$ cat config.mk
export PLATFORM = sky130hd
export DESIGN_NAME = kvt_cfg
export DESIGN_NICKNAME = d
export VERILOG_FILES = /design/src/rtl/core/kvt_pkg.sv /design/src/rtl/core/kvt_cfg.sv
export SDC_FILE = /design/constraint.sdc
export NUM_CORES = 1
export LEC_CHECK = 0
export ABC_AREA = 1
export BUFFER_PORTS_ARGS = -buffer_cell sky130_fd_sc_hd__buf_4
export CORE_ASPECT_RATIO = 1.75
export CORE_MARGIN = 2
export CORE_UTILIZATION = 38
export CTS_CLUSTER_DIAMETER = 60
export DETAILED_ROUTE_END_ITERATION = 16
export MAX_ROUTING_LAYER = met4
export PLACE_DENSITY = 0.86
export SLEW_MARGIN = 30
export SYNTH_ARGS = -nofsm -noshare
export SYNTH_HDL_FRONTEND = slang
export SYNTH_SLANG_ARGS = --single-unit
export TNS_END_PERCENT = 5
$ cat constraint.sdc
create_clock -name clk -period 0.8 [get_ports clk]
set_input_delay 0.16 -clock clk [delete_from_list [all_inputs] [get_ports clk]]
set_output_delay 0.16 -clock clk [all_outputs]
set_load 0.02 [all_outputs]
$ cat src/rtl/core/kvt_pkg.sv
package kvt_pkg;

    localparam int KEY_W   = 32;
    localparam int VAL_W   = 32;
    localparam int ENTRY_W = KEY_W + VAL_W;
    localparam int CMD_W   = 2;
    localparam int COUNT_W = 7;
    localparam int DATA_W  = 32;
    localparam int ADDR_W  = 3;

    localparam logic signed [VAL_W-1:0] NULL_RESET = -32'sd111111;

    typedef enum logic [CMD_W-1:0] {
        CMD_INSERT = 2'd0,
        CMD_LOOKUP = 2'd1,
        CMD_REMOVE = 2'd2
    } cmd_t;

    // register index carried by paddr[2]
    typedef enum logic {
        REG_NULL_VALUE = 1'b0
    } reg_idx_t;

    typedef enum logic [2:0] {
        ST_IDLE,
        ST_SCAN_RD,
        ST_SCAN_CMP,
        ST_SHIFT_RD,
        ST_SHIFT_WR,
        ST_DONE
    } state_t;

    // memory port controls from the sequencer
    typedef struct packed {
        logic we;
        logic re;
    } mem_ctrl_t;

endpackage

$ cat src/rtl/core/kvt_cfg.sv
module kvt_cfg (
    input  logic                                clk,
    input  logic                                rst_n,
    input  logic                                psel,
    input  logic                                penable,
    input  logic                                pwrite,
    input  logic [kvt_pkg::ADDR_W-1:0]          paddr,
    input  logic [kvt_pkg::DATA_W-1:0]          pwdata,
    output logic [kvt_pkg::DATA_W-1:0]          prdata,
    output logic                                pready,
    output logic signed [kvt_pkg::VAL_W-1:0]    null_value
);
    import kvt_pkg::*;

    logic signed [VAL_W-1:0] null_value_reg;
    logic signed [VAL_W-1:0] null_value_next;
    logic                    wr_en;
    reg_idx_t                reg_idx;

    assign pready  = 1'b1;
    assign reg_idx = reg_idx_t'(paddr[2]);
    assign wr_en   = psel && penable && pwrite && pready;

    always_comb
    begin
        null_value_next = null_value_reg;
        if (wr_en && (reg_idx == REG_NULL_VALUE))
        begin
            null_value_next = pwdata;
        end
    end

    always_ff @(posedge clk or negedge rst_n)
    begin
        if (!rst_n)
        begin
            null_value_reg <= NULL_RESET;
        end
        else
        begin
            null_value_reg <= null_value_next;
        end
    end

    always_comb
    begin
        case (reg_idx)
            REG_NULL_VALUE: prdata = null_value_reg;
            default:        prdata = '0;
        endcase
    end

    assign null_value = null_value_reg;

endmodule

==> impl_metrics.py <==
metrics = {
    "final_layout": {
        "areaGrowthSynthToFinish_pct": 98.53,
        "layout-drive-gt1-share_pct": 64.69,
        "num-nets-final": 376,
        "multiInputGateArea_um2": 799.5,
        "fillers": 264,
        "finalCoreUtilization_pct": 78.12,
        "ff_latch_area_um2": 832.0,
        "antennaDiodeCount": 0,
        "largest_register_ffs": 32,
    },
    "sta": {
        "max_freq_mhz": 796.8,
        "setup-violations-final": 79,
        "slew_viol_final": 0,
        "rsz0062_at_grt": "yes",
        "final_min_period_over_clock_period_pct": 156.9,
        "final_critical_path_setup_slack_ns": -0.4549,
        "setup-tns-final_ns": -23.73,
        "skew_ns": 0,
        "timing.final.crit_period_ns": 1.255,
        "hold_viol": 0,
    },
    "drt": {
        "routed_via_density": 4.707,
        "drt-wirelength-per-cell_um": 14.12,
        "drt.antenna.violating_nets": 0,
        "number_of_vias_in_the_routed_layout": 1817,
        "initialDrtViolationCount": 31,
        "wirelength_um": 5452,
        "drc_errors": 0,
        "dr.pass1.iters": 5,
    },
    "setup_path": {
        "crit_path_max_fanout": 2,
        "cp-start-kind": "flop",
        "crit_path_end_kind": "output pin",
        "crit_type": "flop to output pin",
        "critical_path_required_ns": 0.64,
        "crit_arrival_ns": 1.09,
    },
    "power_and_ir_drop": {
        "power_density_nw_per_um2": 2167,
        "worst_ir_drop_vdd_uv": 1617,
        "total_leakage_power_nw": 1.620,
    },
    "floorplanning": {
        "die_width_um": 53.33,
        "start_util_pct": 39.35,
        "ioPinCount": 105,
        "chipHeight_um": 90.32,
        "core_um2": 4111,
        "die_area_um2": 4816,
        "core.rowCount": 31,
    },
    "global_route": {
        "pin_count_of_the_biggest_net_entering_global_routing": 33,
        "number_of_global_route_vias_before_repair": 1867,
        "grt_use_total_pct": 24.74,
        "antenna_found_initial": 0,
        "grt_first_pass_wirelength_um": 8542,
        "overflow": 0,
    },
    "clock_network": {
        "worst_skew_pair_latency_ns": 0.28,
        "ctsHtreeMaxLevel": 2,
        "root_buffer": "sky130_fd_sc_hd__clkbuf_8",
        "cts.clk_slew.worst_paths_ns": 0.06,
        "cts_tree": "built",
        "cts_num_sinks": 32,
        "numCtsBuffers": 5,
        "ctsLongestPathBuffers": 2,
    },
    "placement": {
        "dpl_ws_ns": -0.2187,
        "post-dp-hpwl_um": 3736,
        "gp_congestion": 0.8393,
        "placement.io_buffers": 101,
    },
    "synth": {
        "synth_warnings": 0,
        "synth_area_um2": 1618,
        "number_of_distinct_library_cells_after_synthesis": 13,
        "synthCells": 212,
        "seq_area_frac_synth_pct": 51.43,
        "mappedNetlistNets": 252,
        "ys_ff_latch": 32,
        "syn_area_per_cell_um2": 7.631,
    },
    "outcome": {
        "violations_in_the_final_reports": "setup timing",
        "outcome": "finished with violations",
    },
    "flow_run": {
        "max_cap_viol_count": 0,
    },
    "worst_hold_path": {
        "holdCritPathClass": "primary input to flop",
    },
}
==> metrics by stage <==
| stage | instance area, um2 | power, mW | cells | hold slack [ns] |
|---|---|---|---|---|
| 2_1_floorplan | 1866 | 3.796 | 212 | -0.1356 |
| 3_3_place_gp | 2789 | 5.014 | 371 | 0.1070 |
| 3_5_place_dp | 2789 | 5.100 | 371 | 0.1134 |
| 4_1_cts | 3186 | 6.904 | 386 | 0.09376 |
| 5_1_grt | 3212 | 7.301 | 386 | 0.1047 |
| 6_report | 3212 | 6.959 | 386 | 0.09971 |
==> cells in the mapped netlist <==
cell,number,share of area (%)
sky130_fd_sc_hd__conb_1,1,0.23
sky130_fd_sc_hd__inv_1,33,7.7
sky130_fd_sc_hd__nand2_4,1,0.70
sky130_fd_sc_hd__nand3_1,32,9.9
sky130_fd_sc_hd__buf_6,3,2.1
sky130_fd_sc_hd__nand2_1,65,15
sky130_fd_sc_hd__dfrtp_1,7,11
sky130_fd_sc_hd__buf_2,7,2.2
sky130_fd_sc_hd__dfstp_2,25,41
sky130_fd_sc_hd__nor2_8,1,1.2
sky130_fd_sc_hd__inv_2,1,0.23
sky130_fd_sc_hd__buf_4,4,1.9
sky130_fd_sc_hd__nor2_1,32,7.4
==> repair_timing <==
item                                    CTS  global route
hold buffers                              1             0
endpoints found under the hold margin     7             0
gates resized for setup                  84            12
endpoints found under the setup margin   70            83
buffers inserted                          6             0
==> path summary, 6_finish.rpt <==
check / from / slack (ns) / cells after the start / to
min: pwdata[0] / 0.1 / 3 / null_value[0]
max in group asynchronous: rst_n / 0.12 / 2 / null_value[14]
max reg2reg: null_value[14] / -0.06 / 3 / null_value[14]
max: null_value[22] / -0.45 / 3 / prdata[22]
min in group asynchronous: rst_n / 0.35 / 2 / null_value[1]
min reg2reg: null_value[20] / 0.48 / 2 / null_value[20]
==> worst max-delay path, cell delays in order (launching register included) <==
cell and delay [ns]:
sky130_fd_sc_hd__dfstp_2 0.55, sky130_fd_sc_hd__inv_1 0.07, sky130_fd_sc_hd__nor2_4 0.08, sky130_fd_sc_hd__buf_6 0.12
==> cell type report <==
class                           instances  area share, %
Tap cell                               49          1.909
Sequential cell                        32          25.91
Clock buffer                            8          2.805
Multi-Input combinational cell        132          24.89
Timing Repair Buffer                  131          40.51
Inverter                               34          3.973
==> cell families after synthesis <==
family / synth area share [%]
simple gates: 34.34
buf+inv: 14.00
flops: 51.43
other cells: 0.2318
==> routing by layer <==
layer	track usage (%)	vias up	part of all wire, %
met4	13.03	0	4.9
met2	41.98	71	59
met1	25.89	857	33
met5	-	-	0
li1	-	868	-
met3	4.305	21	3.4
==> placed cells by master, fill, tap and decap left out <==
cell | synthesis | routed
sky130_fd_sc_hd__dlygate4sd3_1 | 0 | 1
sky130_fd_sc_hd__inv_2 | 1 | 23
sky130_fd_sc_hd__nor2_8 | 1 | 1
sky130_fd_sc_hd__nand2_4 | 1 | 1
sky130_fd_sc_hd__clkbuf_1 | 0 | 2
sky130_fd_sc_hd__nand3_1 | 32 | 32
sky130_fd_sc_hd__nor2_4 | 0 | 32
sky130_fd_sc_hd__nand2_1 | 65 | 65
sky130_fd_sc_hd__conb_1 | 1 | 1
sky130_fd_sc_hd__buf_4 | 4 | 53
sky130_fd_sc_hd__clkbuf_8 | 0 | 6
sky130_fd_sc_hd__inv_1 | 33 | 11
sky130_fd_sc_hd__buf_12 | 0 | 3
sky130_fd_sc_hd__buf_6 | 3 | 74
sky130_fd_sc_hd__dfrtp_1 | 7 | 7
sky130_fd_sc_hd__dfstp_2 | 25 | 25
==> report_power, final <==
group	internal (mW)	switching [mW]	total [mW]
clock network	0.700	0.546	1.25
registers	2.10	0.302	2.41
logic	1.64	1.66	3.31
total	4.45	2.51	6.96
Power figures use the tool's default switching activity.
