[src/rtl/core/kvt_pkg.sv]
package kvt_pkg;

    localparam int KEY_W   = 32;
    localparam int VAL_W   = 32;
    localparam int ENTRY_W = KEY_W + VAL_W;
    localparam int CMD_W   = 2;
    localparam int COUNT_W = 7;
    localparam int DATA_W  = 32;
    localparam int ADDR_W  = 3;

    localparam logic signed [VAL_W-1:0] NULL_RESET = -32'sd111111;

    typedef enum logic [CMD_W-1:0] {
        CMD_INSERT = 2'd0,
        CMD_LOOKUP = 2'd1,
        CMD_REMOVE = 2'd2
    } cmd_t;

    // register index carried by paddr[2]
    typedef enum logic {
        REG_NULL_VALUE = 1'b0
    } reg_idx_t;

    typedef enum logic [2:0] {
        ST_IDLE,
        ST_SCAN_RD,
        ST_SCAN_CMP,
        ST_SHIFT_RD,
        ST_SHIFT_WR,
        ST_DONE
    } state_t;

    // memory port controls from the sequencer
    typedef struct packed {
        logic we;
        logic re;
    } mem_ctrl_t;

endpackage

[src/rtl/core/kvt_seq.sv]
module kvt_seq #(
    parameter int CAPACITY = 64,
    parameter int AW       = 6,
    parameter int CW       = 7
) (
    input  logic                                clk,
    input  logic                                rst_n,
    input  logic                                start,
    output logic                                busy,
    input  logic [kvt_pkg::CMD_W-1:0]           cmd,
    input  logic signed [kvt_pkg::KEY_W-1:0]    key,
    input  logic signed [kvt_pkg::VAL_W-1:0]    value_in,
    input  logic signed [kvt_pkg::VAL_W-1:0]    null_value,
    output logic                                done,
    output logic                                hit,
    output logic signed [kvt_pkg::VAL_W-1:0]    value_out,
    output logic                                status,
    output logic [CW-1:0]                       entry_count,
    output kvt_pkg::mem_ctrl_t                  mem_ctrl,
    output logic [AW-1:0]                       mem_waddr,
    output logic [kvt_pkg::ENTRY_W-1:0]         mem_wdata,
    output logic [AW-1:0]                       mem_raddr,
    input  logic [kvt_pkg::ENTRY_W-1:0]         mem_rdata
);
    import kvt_pkg::*;

    localparam logic [CW-1:0] CAP = CW'(CAPACITY);

    state_t                  state_reg, state_next;
    logic [CMD_W-1:0]        cmd_reg, cmd_next;
    logic [KEY_W-1:0]        key_reg, key_next;
    logic [VAL_W-1:0]        val_reg, val_next;
    logic [CW-1:0]           idx_reg, idx_next;
    logic [CW-1:0]           count_reg, count_next;
    logic                    hit_reg, hit_next;
    logic [VAL_W-1:0]        vout_reg, vout_next;
    logic                    status_reg, status_next;

    logic                    at_end;
    logic                    full;
    logic                    key_match;
    logic                    shift_more;
    logic                    cmd_ok;
    logic [CW-1:0]           idx_inc;

    // the one comparator, reused each scan step
    assign key_match  = (mem_rdata[ENTRY_W-1:VAL_W] == key_reg);
    assign idx_inc    = idx_reg + 1'b1;
    assign at_end     = (idx_reg == count_reg);
    assign full       = (count_reg == CAP);
    assign shift_more = (idx_inc < count_reg);
    assign cmd_ok     = (cmd == CMD_INSERT) || (cmd == CMD_LOOKUP) || (cmd == CMD_REMOVE);

    always_comb
    begin
        state_next = state_reg;
        case (state_reg)
            ST_IDLE:
            begin
                if (start)
                begin
                    state_next = cmd_ok ? ST_SCAN_RD : ST_DONE;
                end
            end
            ST_SCAN_RD:
            begin
                state_next = at_end ? ST_DONE : ST_SCAN_CMP;
            end
            ST_SCAN_CMP:
            begin
                if (key_match)
                begin
                    state_next = (cmd_reg == CMD_REMOVE) ? ST_SHIFT_RD : ST_DONE;
                end
                else
                begin
                    state_next = ST_SCAN_RD;
                end
            end
            ST_SHIFT_RD:
            begin
                state_next = shift_more ? ST_SHIFT_WR : ST_DONE;
            end
            ST_SHIFT_WR:
            begin
                state_next = ST_SHIFT_RD;
            end
            ST_DONE:
            begin
                state_next = ST_IDLE;
            end
            default:
            begin
                state_next = ST_IDLE;
            end
        endcase
    end

    always_comb
    begin
        cmd_next    = cmd_reg;
        key_next    = key_reg;
        val_next    = val_reg;
        idx_next    = idx_reg;
        count_next  = count_reg;
        hit_next    = hit_reg;
        vout_next   = vout_reg;
        status_next = status_reg;
        mem_ctrl    = '0;
        mem_waddr   = idx_reg[AW-1:0];
        mem_wdata   = {key_reg, val_reg};
        mem_raddr   = idx_reg[AW-1:0];
        case (state_reg)
            ST_IDLE:
            begin
                if (start)
                begin
                    cmd_next    = cmd;
                    key_next    = key;
                    val_next    = value_in;
                    idx_next    = '0;
                    hit_next    = 1'b0;
                    status_next = 1'b0;
                    vout_next   = null_value;
                end
            end
            ST_SCAN_RD:
            begin
                if (at_end)
                begin
                    if (cmd_reg == CMD_INSERT)
                    begin
                        if (full)
                        begin
                            status_next = 1'b1;
                        end
                        else
                        begin
                            mem_ctrl.we = 1'b1;
                            mem_waddr   = count_reg[AW-1:0];
                            count_next  = count_reg + 1'b1;
                        end
                    end
                end
                else
                begin
                    mem_ctrl.re = 1'b1;
                end
            end
            ST_SCAN_CMP:
            begin
                if (key_match)
                begin
                    hit_next  = 1'b1;
                    vout_next = mem_rdata[VAL_W-1:0];
                    if (cmd_reg == CMD_INSERT)
                    begin
                        mem_ctrl.we = 1'b1;
                    end
                end
                else
                begin
                    idx_next = idx_inc;
                end
            end
            ST_SHIFT_RD:
            begin
                if (shift_more)
                begin
                    mem_ctrl.re = 1'b1;
                    mem_raddr   = idx_inc[AW-1:0];
                end
                else
                begin
                    count_next = count_reg - 1'b1;
                end
            end
            ST_SHIFT_WR:
            begin
                // move the later entry down one slot
                mem_ctrl.we = 1'b1;
                mem_wdata   = mem_rdata;
                idx_next    = idx_inc;
            end
            default:
            begin
            end
        endcase
    end

    always_ff @(posedge clk or negedge rst_n)
    begin
        if (!rst_n)
        begin
            state_reg <= ST_IDLE;
            count_reg <= '0;
        end
        else
        begin
            state_reg <= state_next;
            count_reg <= count_next;
        end
    end

    always_ff @(posedge clk)
    begin
        cmd_reg    <= cmd_next;
        key_reg    <= key_next;
        val_reg    <= val_next;
        idx_reg    <= idx_next;
        hit_reg    <= hit_next;
        vout_reg   <= vout_next;
        status_reg <= status_next;
    end

    assign busy        = (state_reg != ST_IDLE);
    assign done        = (state_reg == ST_DONE);
    assign hit         = hit_reg;
    assign value_out   = vout_reg;
    assign status      = status_reg;
    assign entry_count = count_reg;

`ifndef SYNTHESIS
    a_count_bound: assert property (@(posedge clk) disable iff (!rst_n)
        count_reg <= CAP)
        else $error("entry count above capacity");

    a_done_pulse: assert property (@(posedge clk) disable iff (!rst_n)
        done |=> !done)
        else $error("result strobe longer than one cycle");

    a_full_no_hit: assert property (@(posedge clk) disable iff (!rst_n)
        (done && status) |-> !hit)
        else $error("full status with hit");

    a_scan_range: assert property (@(posedge clk) disable iff (!rst_n)
        (state_reg == ST_SCAN_CMP) |-> (idx_reg < count_reg))
        else $error("compare beyond valid entries");

    a_count_at_end: assert property (@(posedge clk) disable iff (!rst_n)
        (count_reg != $past(count_reg)) |-> (state_reg == ST_DONE))
        else $error("entry count changed mid transaction");
`endif

endmodule

[config.mk]
export PLATFORM = sky130hd
export DESIGN_NAME = kvt_seq
export DESIGN_NICKNAME = d
export VERILOG_FILES = /design/src/rtl/core/kvt_pkg.sv /design/src/rtl/core/kvt_seq.sv
export SDC_FILE = /design/constraint.sdc
export NUM_CORES = 1
export LEC_CHECK = 0
export ABC_CLOCK_PERIOD_IN_PS = 3100
export BUFFER_PORTS_ARGS = -buffer_cell sky130_fd_sc_hd__buf_4
export CAP_MARGIN = 20
export CORE_MARGIN = 2
export CORE_UTILIZATION = 47
export CTS_CLUSTER_SIZE = 20
export DETAILED_ROUTE_END_ITERATION = 6
export PLACE_DENSITY = 0.81
export REMOVE_ABC_BUFFERS = 1
export SYNTH_ARGS = -nofsm -noshare
export SYNTH_HDL_FRONTEND = slang
export SYNTH_SLANG_ARGS = --single-unit
[constraint.sdc]
create_clock -name clk -period 3.1 [get_ports clk]
set_input_delay 0.155 -clock clk [delete_from_list [all_inputs] [get_ports clk]]
set_output_delay 0.155 -clock clk [all_outputs]
set_load 0.01 [all_outputs]
==> impl_metrics.json <==
{
  "routed_via_density": 5.17,
  "syn_avg_cell_area_um2": 10.8,
  "crit_type": "reg2out",
  "yosysSeqAreaShare": 0.577,
  "wl_per_cell_um": 18.4,
  "min_from": "null_value[21]",
  "slew_violations": 0,
  "setup_viol": 0,
  "critPathTopFamily": "simple AND/OR/NAND/NOR gates",
  "core_um2": 12600,
  "cts_inserted_buffers": 17,
  "drt-total-wl_um": 20200,
  "grt_max_degree": 42,
  "crit_fanout": 3,
  "post-route-cell-area_um2": 9710,
  "ys_seq_elements": 117,
  "p_comb_frac": 0.441,
  "drtAntennaViolNets": 0,
  "rows": 41,
  "synth.distinct_cells": 44,
  "synthAdderAreaFrac": 0.0304,
  "leakagePower_nw": 4.34,
  "synth_xor_area_frac": 0.0759,
  "postSynthCellCount": 556,
  "crit_start": "idx_reg[1]",
  "vias": 5694,
  "status": "finished clean",
  "yosys.area.top_type": "edfxtp_1",
  "synth_commonest_cells": "209 x nand2_1, 107 x edfxtp_1, 41 x xnor2_1, 33 x mux2_2, 15 x nor2_1",
  "ys_async_sr_fraction": 0.0855,
  "worstMarginPinSlew_ns": 0.681,
  "fp.dieArea_um2": 13700,
  "cts_num_sinks": 117,
  "drtPass1Iterations": 5,
  "worstHoldPathCells": 2,
  "portBuffers": 285,
  "internal-power_mw": 5.22,
  "period_share": 0.972,
  "synth_top_family_by_area": "simple AND/OR/NAND/NOR gates",
  "maxSlewHeadroom": 0.544,
  "cp-end-kind": "output port",
  "switchingPower_mw": 2.82,
  "vdd_ir_drop_max_v": 0.000488,
  "synth_edf_count": 107,
  "die_h_um": 117,
  "htree_levels": 4,
  "synthesis.area_um2": 6000,
  "p_seq_frac": 0.318,
  "setup_tns_ns": 0,
  "p_per_area_nw_per_um2": 828,
  "synth_top_area_frac": 0.535,
  "first_global_vias": 5606,
  "drtIter0Drc": 329,
  "fmax_mhz": 332,
  "path_clk_slew_ns": 0.05,
  "drc": 0,
  "syn_to_final_growth_pct": 61.7,
  "synthMuxAreaShare": 0.0655,
  "cp-start-kind": "flip-flop",
  "dp_hpwl_um": 13200,
  "cp.buffers_inverters": 1,
  "cts.path.max_buffers": 2,
  "synth.most_common_cell": "nand2_1",
  "maxCapViolations": 0,
  "reg2reg_depth": 13,
  "fin_cells": 1102,
  "ioPinCount": 286,
  "nets": 1098,
  "min_path_type": "in2reg",
  "period_needed_ns": 3.01,
  "clk_latency_ns": 0.42,
  "placed_area_um2": 8310,
  "drive_above_1_share": 0.414,
  "grt_pass1_wl_um": 28800,
  "fin_util": 0.772,
  "path_cells": "ha_2 -> nand3_4 -> nor2_2 -> xor2_1 -> ha_1 -> o21ai_0 -> nor2_1 -> nor4_4 -> mux2_4 -> buf_4",
  "n_antenna_cell": 0,
  "synth_ff_type": "edfxtp_1",
  "clock_skew_ns": 0.0194,
  "p_sw_frac": 0.351,
  "grt_use_total": 0.283,
  "cp_slowest_cell": "nor4_4",
  "rr_startpoint": "idx_reg[1]",
  "cts_tree": "built",
  "power_frac_clock": 0.241,
  "synth_area_leaders": "edfxtp_1 54%, nand2_1 13%, mux2_2 6.2%",
  "antenna_found_initial": 0,
  "synth-simple-area-share": 0.191,
  "slowest_delay_ns": 0.40,
  "worst-path-stages": 10,
  "grt-ovfl-total": 0,
  "hold_violations": 0,
  "initial_core_util": 0.478,
  "total_power_mw": 8.04,
  "cts_root_buf": "clkbuf_16",
  "synth_compound_area_frac": 0.0315,
  "gp_congestion": 0.845,
  "crit_required_ns": 2.94,
  "cp.arrival_ns": 2.86,
  "die_w_um": 117,
  "numPlacedInstances": 993,
  "synth_warnings": 0
}
logic make-up after synthesis:
group,count (synthesis)
compound gates,30
xor+xnor,52
fa+ha+maj,14
buf+inv,40
flops,117
mux,35
simple gates,268
routing by layer:
metal | up-vias | global-route usage | wire length [um]
met1 | 2711 | 0.318 | 7270
met2 | 317 | 0.501 | 10700
met3 | 47 | 0.0798 | 1600
li1 | 2619 | - | -
met5 | - | 0 | 0
met4 | 0 | 0.129 | 622
worst paths after layout:
check	slack (ns)	to
worst max-delay path	0.09	mem_raddr[1]
worst min-delay path	0.04	value_out[21]
worst max register to register	0.27	entry_count[6]
worst min register to register	0.62	entry_count[6]
max in group asynchronous	2.81	entry_count[4]
min in group asynchronous	0.13	state_reg[2]
power groups by stage:
stage,Sequential (mW),Combinational (mW),Clock [mW]
finish,2.56,3.55,1.94
global route,2.59,3.82,2.02
CTS,2.56,3.32,1.94
detailed placement,2.59,3.14,0
global placement,2.57,3.07,0
floorplan,2.62,1.64,0
timing repair:
item / in CTS / in global routing
setup buffers: 3 / 9
setup endpoints to repair: 6 / 7
gates resized for setup: 3 / 12
endpoints found under the hold margin: 76 / 0
hold buffers: 67 / 0
pin swaps: 1 / 3
layout make-up:
cell class	count	area [um^2]
multi-input combinational	399	2440
inverter	12	45.0
sequential	117	3460
fill	780	2860
timing repair buffer	372	2970
clock inverter	12	139
tap	172	215
clock buffer	18	429
cell usage in the layout (no fill, tap or decap), drive strengths merged, types with 3 or more instances in the layout:
master,synthesis,final
o21ai,9,9
bufinv,0,3
nor3,3,3
mux2,34,34
o21a,5,5
nand2b,5,5
clkbuf,12,18
nand2,209,209
nand3,7,7
a21oi,8,8
edfxtp,107,107
xnor2,41,41
buf,16,305
dlygate4sd3,0,67
inv,12,12
nand4,11,11
dfrtp,10,10
nor4,5,5
xor2,11,11
nor2,15,15
clkinv,0,8
ha,13,13
stage by stage:
stage                     setup slack (ns)  hold WS (ns)
final                               0.0881        0.0371
after global routing               -0.0822        0.0339
after CTS                          0.00287        0.0319
after detailed placement            0.0626      -0.00227
after floorplan                     0.0838        -0.141
after global placement               0.178      -0.00647
No activity file was read; power rests on OpenSTA's default activity.
